File: src/rtl/qgi_pkg.sv
// Shared types, widths and constants of the quaternion gyro integrator.
package qgi_pkg;

  // Width of one quaternion component, one gyro rate and the time step.
  localparam int Q_W = 16;
  // Q24 component after the update, with headroom for the increment.
  localparam int C_W = 30;
  // Exact derivative sum of three 16 by 16 products.
  localparam int D_W = 34;
  // Width of the step_us * STEP_K product and of the step factor.
  localparam int FP_W = 42;
  localparam int F_W = 26;
  // Width of the derivative times step factor product.
  localparam int P_W = 60;
  // Width of the sum of squares; it must be even.
  localparam int SS_W = 58;
  // Width of the integer square root.
  localparam int R_W = SS_W / 2;
  // Partial remainder of the square root recurrence.
  localparam int REM_W = R_W + 3;
  // Quotient bits of each normalizing division.
  localparam int QB = 15;
  // Width of the dividend and the division remainder.
  localparam int N_W = 44;

  // 0.5 * 1e-6 s * (pi/180) / 16 in Q56.
  localparam logic [F_W-1:0] STEP_K = F_W'(39301321);
  // Squared Q24 norm at or below which the result is degenerate.
  localparam logic [SS_W-1:0] NORM_MIN_SQ = SS_W'(28147);

  typedef enum logic [1:0] {
    CODE_OK         = 2'd0,
    CODE_BAD_STEP   = 2'd1,
    CODE_NO_SAMPLE  = 2'd2,
    CODE_DEGENERATE = 2'd3
  } qgi_code_e;

  typedef logic signed [C_W-1:0] qgi_comp_t;

  typedef struct packed {
    logic                  sample_present;
    logic signed [Q_W-1:0] q_w_in;
    logic signed [Q_W-1:0] q_x_in;
    logic signed [Q_W-1:0] q_y_in;
    logic signed [Q_W-1:0] q_z_in;
    logic signed [Q_W-1:0] rate_x;
    logic signed [Q_W-1:0] rate_y;
    logic signed [Q_W-1:0] rate_z;
    logic [Q_W-1:0]        step_us;
  } qgi_in_t;

  typedef struct packed {
    logic signed [Q_W-1:0] q_w_out;
    logic signed [Q_W-1:0] q_x_out;
    logic signed [Q_W-1:0] q_y_out;
    logic signed [Q_W-1:0] q_z_out;
    logic [1:0]            result_code;
  } qgi_out_t;

  // Status and updated components that ride along with the norm.
  typedef struct packed {
    qgi_code_e       code;
    qgi_comp_t [3:0] c;
  } qgi_side_t;

endpackage

File: src/rtl/qgi_isqrt.sv
// Pipelined integer square root, one result bit per register stage.
module qgi_isqrt (
  input  logic                       clk_i,
  input  logic                       rst_ni,
  input  logic                       en_i,
  input  logic                       vld_i,
  input  logic [qgi_pkg::SS_W-1:0]   rad_i,
  input  qgi_pkg::qgi_side_t         side_i,
  output logic                       vld_o,
  output logic [qgi_pkg::R_W-1:0]    root_o,
  output qgi_pkg::qgi_side_t         side_o
);
  import qgi_pkg::*;

  logic              st_vld  [R_W+1];
  logic [SS_W-1:0]   st_x    [R_W+1];
  logic [REM_W-1:0]  st_rem  [R_W+1];
  logic [R_W-1:0]    st_root [R_W+1];
  qgi_side_t         st_side [R_W+1];

  assign st_vld[0]  = vld_i;
  assign st_x[0]    = rad_i;
  assign st_rem[0]  = '0;
  assign st_root[0] = '0;
  assign st_side[0] = side_i;

  for (genvar k = 0; k < R_W; k++) begin : g_stage
    logic [REM_W-1:0] rem_sh;
    logic [REM_W-1:0] trial;
    logic             ge;
    logic             vld_q;
    logic [SS_W-1:0]  x_q;
    logic [REM_W-1:0] rem_q;
    logic [R_W-1:0]   root_q;
    qgi_side_t        side_q;

    // Bring down the next two radicand bits and try the next root bit.
    always_comb begin
      rem_sh = {st_rem[k][REM_W-3:0], st_x[k][SS_W-1 -: 2]};
      trial  = REM_W'({st_root[k], 2'b01});
      ge     = (rem_sh >= trial);
    end

    always_ff @(posedge clk_i or negedge rst_ni) begin
      if (!rst_ni) begin
        vld_q <= 1'b0;
      end else if (en_i) begin
        vld_q <= st_vld[k];
      end
    end

    always_ff @(posedge clk_i) begin
      if (en_i) begin
        x_q    <= st_x[k] << 2;
        rem_q  <= ge ? (rem_sh - trial) : rem_sh;
        root_q <= {st_root[k][R_W-2:0], ge};
        side_q <= st_side[k];
      end
    end

    assign st_vld[k+1]  = vld_q;
    assign st_x[k+1]    = x_q;
    assign st_rem[k+1]  = rem_q;
    assign st_root[k+1] = root_q;
    assign st_side[k+1] = side_q;
  end

  assign vld_o  = st_vld[R_W];
  assign root_o = st_root[R_W];
  assign side_o = st_side[R_W];

endmodule

File: config.mk
export PLATFORM = sky130hd
export DESIGN_NAME = qgi_isqrt
export DESIGN_NICKNAME = d
export VERILOG_FILES = /design/src/rtl/qgi_pkg.sv /design/src/rtl/qgi_isqrt.sv
export SDC_FILE = /design/constraint.sdc
export NUM_CORES = 2
export LEC_CHECK = 0
export BUFFER_PORTS_ARGS = -buffer_cell sky130_fd_sc_hd__buf_2
export CORE_AREA = 2 2 604 606
export CTS_BUF_LIST = sky130_fd_sc_hd__clkbuf_16
export DETAILED_ROUTE_END_ITERATION = 10
export DIE_AREA = 0 0 606 608
export GPL_ROUTABILITY_DRIVEN = 0
export PLACE_DENSITY = 0.83
export SLEW_MARGIN = 20
export SYNTH_ARGS = -nofsm -noshare
export SYNTH_HDL_FRONTEND = slang
export SYNTH_SLANG_ARGS = --single-unit
File: constraint.sdc
create_clock -name clk_i -period 3.05 [get_ports clk_i]
set_input_delay 0.4575 -clock clk_i [delete_from_list [all_inputs] [get_ports clk_i]]
set_output_delay 0.4575 -clock clk_i [all_outputs]
set_load 0.01 [all_outputs]
# Word-level counts from Yosys, hierarchy flattened
# Cells that the tools add are included.
# word_totals
out_inout_bits,152
wordCells,345
reg_bits,5627
# op_classes
magnitude_cmp,29
mux,28
addsub,28
# op_table
cell,n
$mux W30,27
$ge A32 B10 Y1,1
$ge A32 B11 Y1,1
$ge A32 B12 Y1,1
$ge A32 B13 Y1,1
$ge A32 B14 Y1,1
$ge A32 B15 Y1,1
$ge A32 B16 Y1,1
$ge A32 B17 Y1,1
$ge A32 B18 Y1,1
$ge A32 B19 Y1,1
$ge A32 B20 Y1,1
$ge A32 B21 Y1,1
$ge A32 B22 Y1,1
$ge A32 B23 Y1,1
$ge A32 B24 Y1,1
$ge A32 B25 Y1,1
$ge A32 B26 Y1,1
$ge A32 B27 Y1,1
$ge A32 B28 Y1,1
$ge A32 B29 Y1,1
$ge A32 B3 Y1,1
$ge A32 B30 Y1,1
$ge A32 B4 Y1,1
35 further kinds,35

# Depth between registers and ports, before layout
# depth
word_depth,2
mapped_depth,14
mapped_depth_nobuf,13

# Worst setup path before layout
# Ideal clock, no wire load.
# synth_timing
path_kind,reg-to-reg
startpoint,register g_stage[23].rem_q[0]
endpoint,register g_stage[24].rem_q[15] (data pin)
n_path_buf,2
path_slack_ns,-0.192
path_stages_with_launch,13
setup_time_ns,0.260
synth_period_minus_slack_ns,3.242
arrival_ns,2.982
required_time_ns,2.790
cell_sequence,edfxtp_1 -> ha_1 -> nor2b_1 -> o21a_1 -> o21ai_0 -> a211o_1 -> nand3_1 -> o211a_1 -> o21ba_2 -> or3b_2 -> buf_2 -> buf_2 -> mux2_2
# synth_between
elab_chain_cells,2
# synth_rtl
element,line,source
start: declaration,qgi_isqrt.sv:33,logic [REM_W-1:0] rem_q;
start signal: assignment,qgi_isqrt.sv:55,rem_q <= ge ? (rem_sh - trial) : rem_sh;
$sub A30 B26 Y30 / $ge A32 B26 Y1 (equally long branches),"qgi_isqrt.sv:55, qgi_isqrt.sv:41",
$mux W30 *,qgi_isqrt.sv:55,
end signal: assignment,qgi_isqrt.sv:55,
end: declaration,qgi_isqrt.sv:33,
# Every way passes the cells marked *; elsewhere a longest branch is shown, timed or not.
# A chain may end at the register's enable or synchronous reset.

# Final worst setup path
# layout_timing
startpoint,register g_stage[26].rem_q[5]
endpoint,register g_stage[27].rem_q[16] (data pin)
# layout_between
elab_chain_cells,2
# layout_rtl
element,line
start: declaration,qgi_isqrt.sv:33
start signal: assignment,qgi_isqrt.sv:55
$sub A30 B29 Y30 / $ge A32 B29 Y1 (equally long branches),"qgi_isqrt.sv:55, qgi_isqrt.sv:41"
$mux W30 *,qgi_isqrt.sv:55
end signal: assignment,qgi_isqrt.sv:55
end: declaration,qgi_isqrt.sv:33
# Marks and branches as above.

==> impl_results.md <==
- Status: finished, violations left
- Failing checks: DRC, setup timing
- Hold crit path type: in2reg
- Vias post-DR: between 90000 and 100k
- Critical path capture point type: flop
- FF-to-FF Start: g_stage[26].rem_q[5]$_DFFE_PP_
- Crit start category: flop
- Critical Path AT: around 4.2 ns
- Vias in the first global route: ~100k
- Cells after synthesis: about 11000
- IO Port Bufs: approximately 340
- DP HPWL: 209000 um
- Synthesis-to-finish area growth: 19.3%
- Post-route clock period utilization: 1.12
- Worst hold stages: 2
- Rel. slew slack: 0.439
- WP data required: just under 4 ns
- Crit Path Class: reg2reg
- Sequential power share: 0.525
- Routed WL per cell: 21.5 um
- Antenna violations before repair: 6
- Setup WS post-layout: -0.354 ns
- Max Slew Vio Count: 0
- Clock Latency Late Sink: between 1 and 1.5 ns
- Cell taking the most area after synthesis: edfxtp_1
- GRT overflow: 0
- Number of buffers created by CTS: between 500 and 600
- PwrDens: around 760 mW/mm2
- Top cells by count, synth: edfxtp_1 (5583), inv_1 (591), a21oi_1 (519)
- Final setup viols: between 150 and 200
- Via density per instance: approximately 5.5
- Switching portion of total power: 0.241
- Maximum clock rate: approximately 290 MHz
- DRC: 2
- Antenna viol nets, final: 0
- Hold path start: side_i[27]
- Total Wirelength: 385000 um
- #FFs+latches synth: 5612
- Largest net degree at the start of global routing: 100
- Core ar.: between 0.3 and 0.4 mm2
- Synth cell types: 82
- Fillers: approximately 22000
- GRT Overall Usage: 0.200
- Number of synthesized flops with an enable pin: approximately 5600
- Syn_area_per_cell: approximately 19 um2
- Portion of total power attributed to the clock network: 0.360
- Leak Pwr: slightly below 0.09 uW
- Critical Path Fanout Max: 9
- Nets: between 10000 and 15000
- Hold_ws: between 0.1 and 0.15 ns
- Sequential share of the synthesized area: 0.834
- Post-route minimum period: around 3.4 ns
- Die Span Y: ~610 um
- Endpoints failing hold: 0
- Initial Utilization: 0.558
- CTS Root Cell: clkbuf_16
- Synth top area share: 0.830
- Global-route wire length before repair: 570000 um
- Drt first pass iters: 11
- Post-Layout Cell Count: approximately 18000
- Most numerous cell in the Yosys netlist: edfxtp_1
- Placed instance count: between 15000 and 20000
- Combinational Power Share: 0.115
- Worst Skew: 0.0858 ns
- Initial DRC Count: around 8400
- I/O pin count: 336
- IR drop worst, VDD: 0.760 mV
- Tot Pwr: between 150000 and 200000 uW
- Max Root-Sink Buffers: 4
- R2R Setup Slk: -0.35 ns
- Reg-to-reg endpoint: g_stage[27].rem_q[16]$_DFFE_PP_
- MaxCap Viol Count: 0
- Sw Pwr: 44200 uW
- Num rows: 221
- Sink Count: roughly 5600
- CTS H-tree depth: 6
- Clk pin slew, worst setup/hold paths: roughly 0.080 ns
- Top cells by area, synth: edfxtp_1 (83%), ha_1 (2.9%), xnor2_1 (1.6%), a21oi_1 (1.3%), xor2_1 (1.2%)
- Share of flip-flops with an asynchronous set or reset: 0.00517
- Layout cells sized above 1: 0.209
- Least-Margin Pin Slew: approximately 0.83 ns
- RSZ-0062 raised after global routing: true
- P_int: 139000 uW
- Synth Cell Area: approximately 0.20 mm2
- Ys flop type: edfxtp_1
- WHS Endpoint: g_stage[0].side_q[27]$_DFFE_PP_
- Die Area: 0.368 mm2
- Setup TNS: -18.91 ns
- Die Width: slightly above 600 um
- R2R depth: 14
- Syn_nets: between 10000 and 15000
- Yosys warns: 0
- CTS tree: yes
repair_timing:
item                                    4_1_cts  5_1_grt
pin swaps                                   105      202
buffers inserted                             67      105
hold buffers                                186        0
resized for setup                           264      570
gates cloned                                  9       19
hold endpoints to repair                    226        0
endpoints found under the setup margin      341      535
sequential cells by signal, summed over array words and instances (netlist names):
signal / cells
vld_o: 1
g_stage.vld_q: 28
side_o: 122
root_o: 29
g_stage.side_q: 3416
g_stage.x_q: 812
g_stage.rem_q: 798
g_stage.root_q: 406
through the flow:
| stage | setup slack (ns) | cell area, um2 | utilization |
|---|---|---|---|
| after detailed placement | -0.381 | 216000 | 0.598 |
| after global routing | -0.376 | 241000 | 0.666 |
| after global placement | -0.330 | 216000 | 0.598 |
| after floorplan | -0.0219 | 202000 | - |
| after CTS | -0.170 | 237000 | 0.656 |
| final | -0.354 | 241000 | 0.666 |
per-layer routing:
layer  wire length (um)  GRT usage
met5                 10          0
met4              18900     0.0865
met3              15800     0.0264
met2             216000      0.383
met1             134000      0.218
cells by family (layout without fill, tap and decap cells):
kind of cell,after synthesis,in the layout,synth area share
other cells,1,5,0.0000186
flops,5612,5612,0.834
mux,124,124,0.00687
simple gates,1764,1764,0.0436
fa+ha+maj,466,466,0.0289
buf+inv,724,3047,0.0135
compound gates,1462,1462,0.0450
xor+xnor,655,655,0.0284
critical path: stages, from the launching register on:
cell and delay (ns):
edfxtp_1 0.44, ha_4 0.27, a21o_1 0.20, or3_4 0.34, o211ai_1 0.26, buf_4 0.20
o31ai_4 0.09, a31o_4 0.28, nor2_4 0.11, o211ai_1 0.15, nor2_2 0.27, buf_12 0.19
buf_6 0.16, nand2_1 0.14, o31ai_4 0.10
cell usage in the layout (no fill, tap or decap), drive strengths merged, types with 22 or more instances in the layout:
| cell type | count |
|---|---|
| clkbuf | 580 |
| dlygate4sd3 | 185 |
| edfxtp | 5583 |
| a21oi | 519 |
| or3 | 71 |
| bufinv | 34 |
| or2 | 42 |
| o31ai | 46 |
| nor3 | 168 |
| nor2b | 71 |
| ha | 466 |
| mux2 | 117 |
| a21o | 214 |
| o21ai | 308 |
| o21bai | 44 |
| and2 | 22 |
| a31oi | 35 |
| clkinv | 232 |
| inv | 728 |
| nor4 | 78 |
| nand2b | 111 |
| nand4 | 90 |
| o21a | 94 |
| xor2 | 285 |
| or4 | 41 |
| nand3 | 116 |
| buf | 1274 |
| and3 | 36 |
| xnor2 | 370 |
| dfrtp | 29 |
| o211ai | 24 |
| nor2 | 473 |
| nand2 | 373 |
| a211oi | 35 |
final cells by class:
| type | count | area, um2 | area share |
|---|---|---|---|
| clock buffer | 567 | 14200 | 0.0589 |
| timing repair inverter | 1 | 7.51 | 0.0000312 |
| multi-input combinational | 4472 | 34200 | 0.142 |
| clock inverter | 415 | 3150 | 0.0131 |
| tap | 4794 | 6000 | 0.0249 |
| antenna | 4 | 10.0 | 0.0000415 |
| sequential | 5612 | 168000 | 0.699 |
| timing repair buffer | 1473 | 12700 | 0.0529 |
| inverter | 591 | 2230 | 0.00924 |
power groups by stage:
stage          Sequential [uW]  Combinational [uW]  Clock [uW]
2_1_floorplan            96000               11500           0
3_3_place_gp             96600               17000           0
3_5_place_dp             97200               17700           0
4_1_cts                  96000               19200       67100
5_1_grt                  96700               22900       70000
6_report                 96200               21200       65900
how the worst max path moves through the flow:
| stage | slack (ns) | startpoint | endpoint | cells after the start |
|---|---|---|---|---|
| final | -0.35 | g_stage[26].rem_q[5]$_DFFE_PP_ | g_stage[27].rem_q[16]$_DFFE_PP_ | 14 |
| after global routing | -0.38 | g_stage[26].rem_q[5]$_DFFE_PP_ | g_stage[27].rem_q[11]$_DFFE_PP_ | 14 |
| after CTS | -0.17 | g_stage[20].root_q[5]$_DFFE_PP_ | g_stage[21].rem_q[7]$_DFFE_PP_ | 12 |
| after detailed placement | -0.38 | g_stage[24].rem_q[0]$_DFFE_PP_ | g_stage[25].rem_q[22]$_DFFE_PP_ | 11 |
| after global placement | -0.33 | g_stage[25].root_q[4]$_DFFE_PP_ | g_stage[26].rem_q[29]$_DFFE_PP_ | 13 |
| after floorplan | -0.02 | g_stage[15].rem_q[0]$_DFFE_PP_ | g_stage[16].rem_q[29]$_DFFE_PP_ | 12 |
Note: power is estimated with default switching activity, not from simulation.
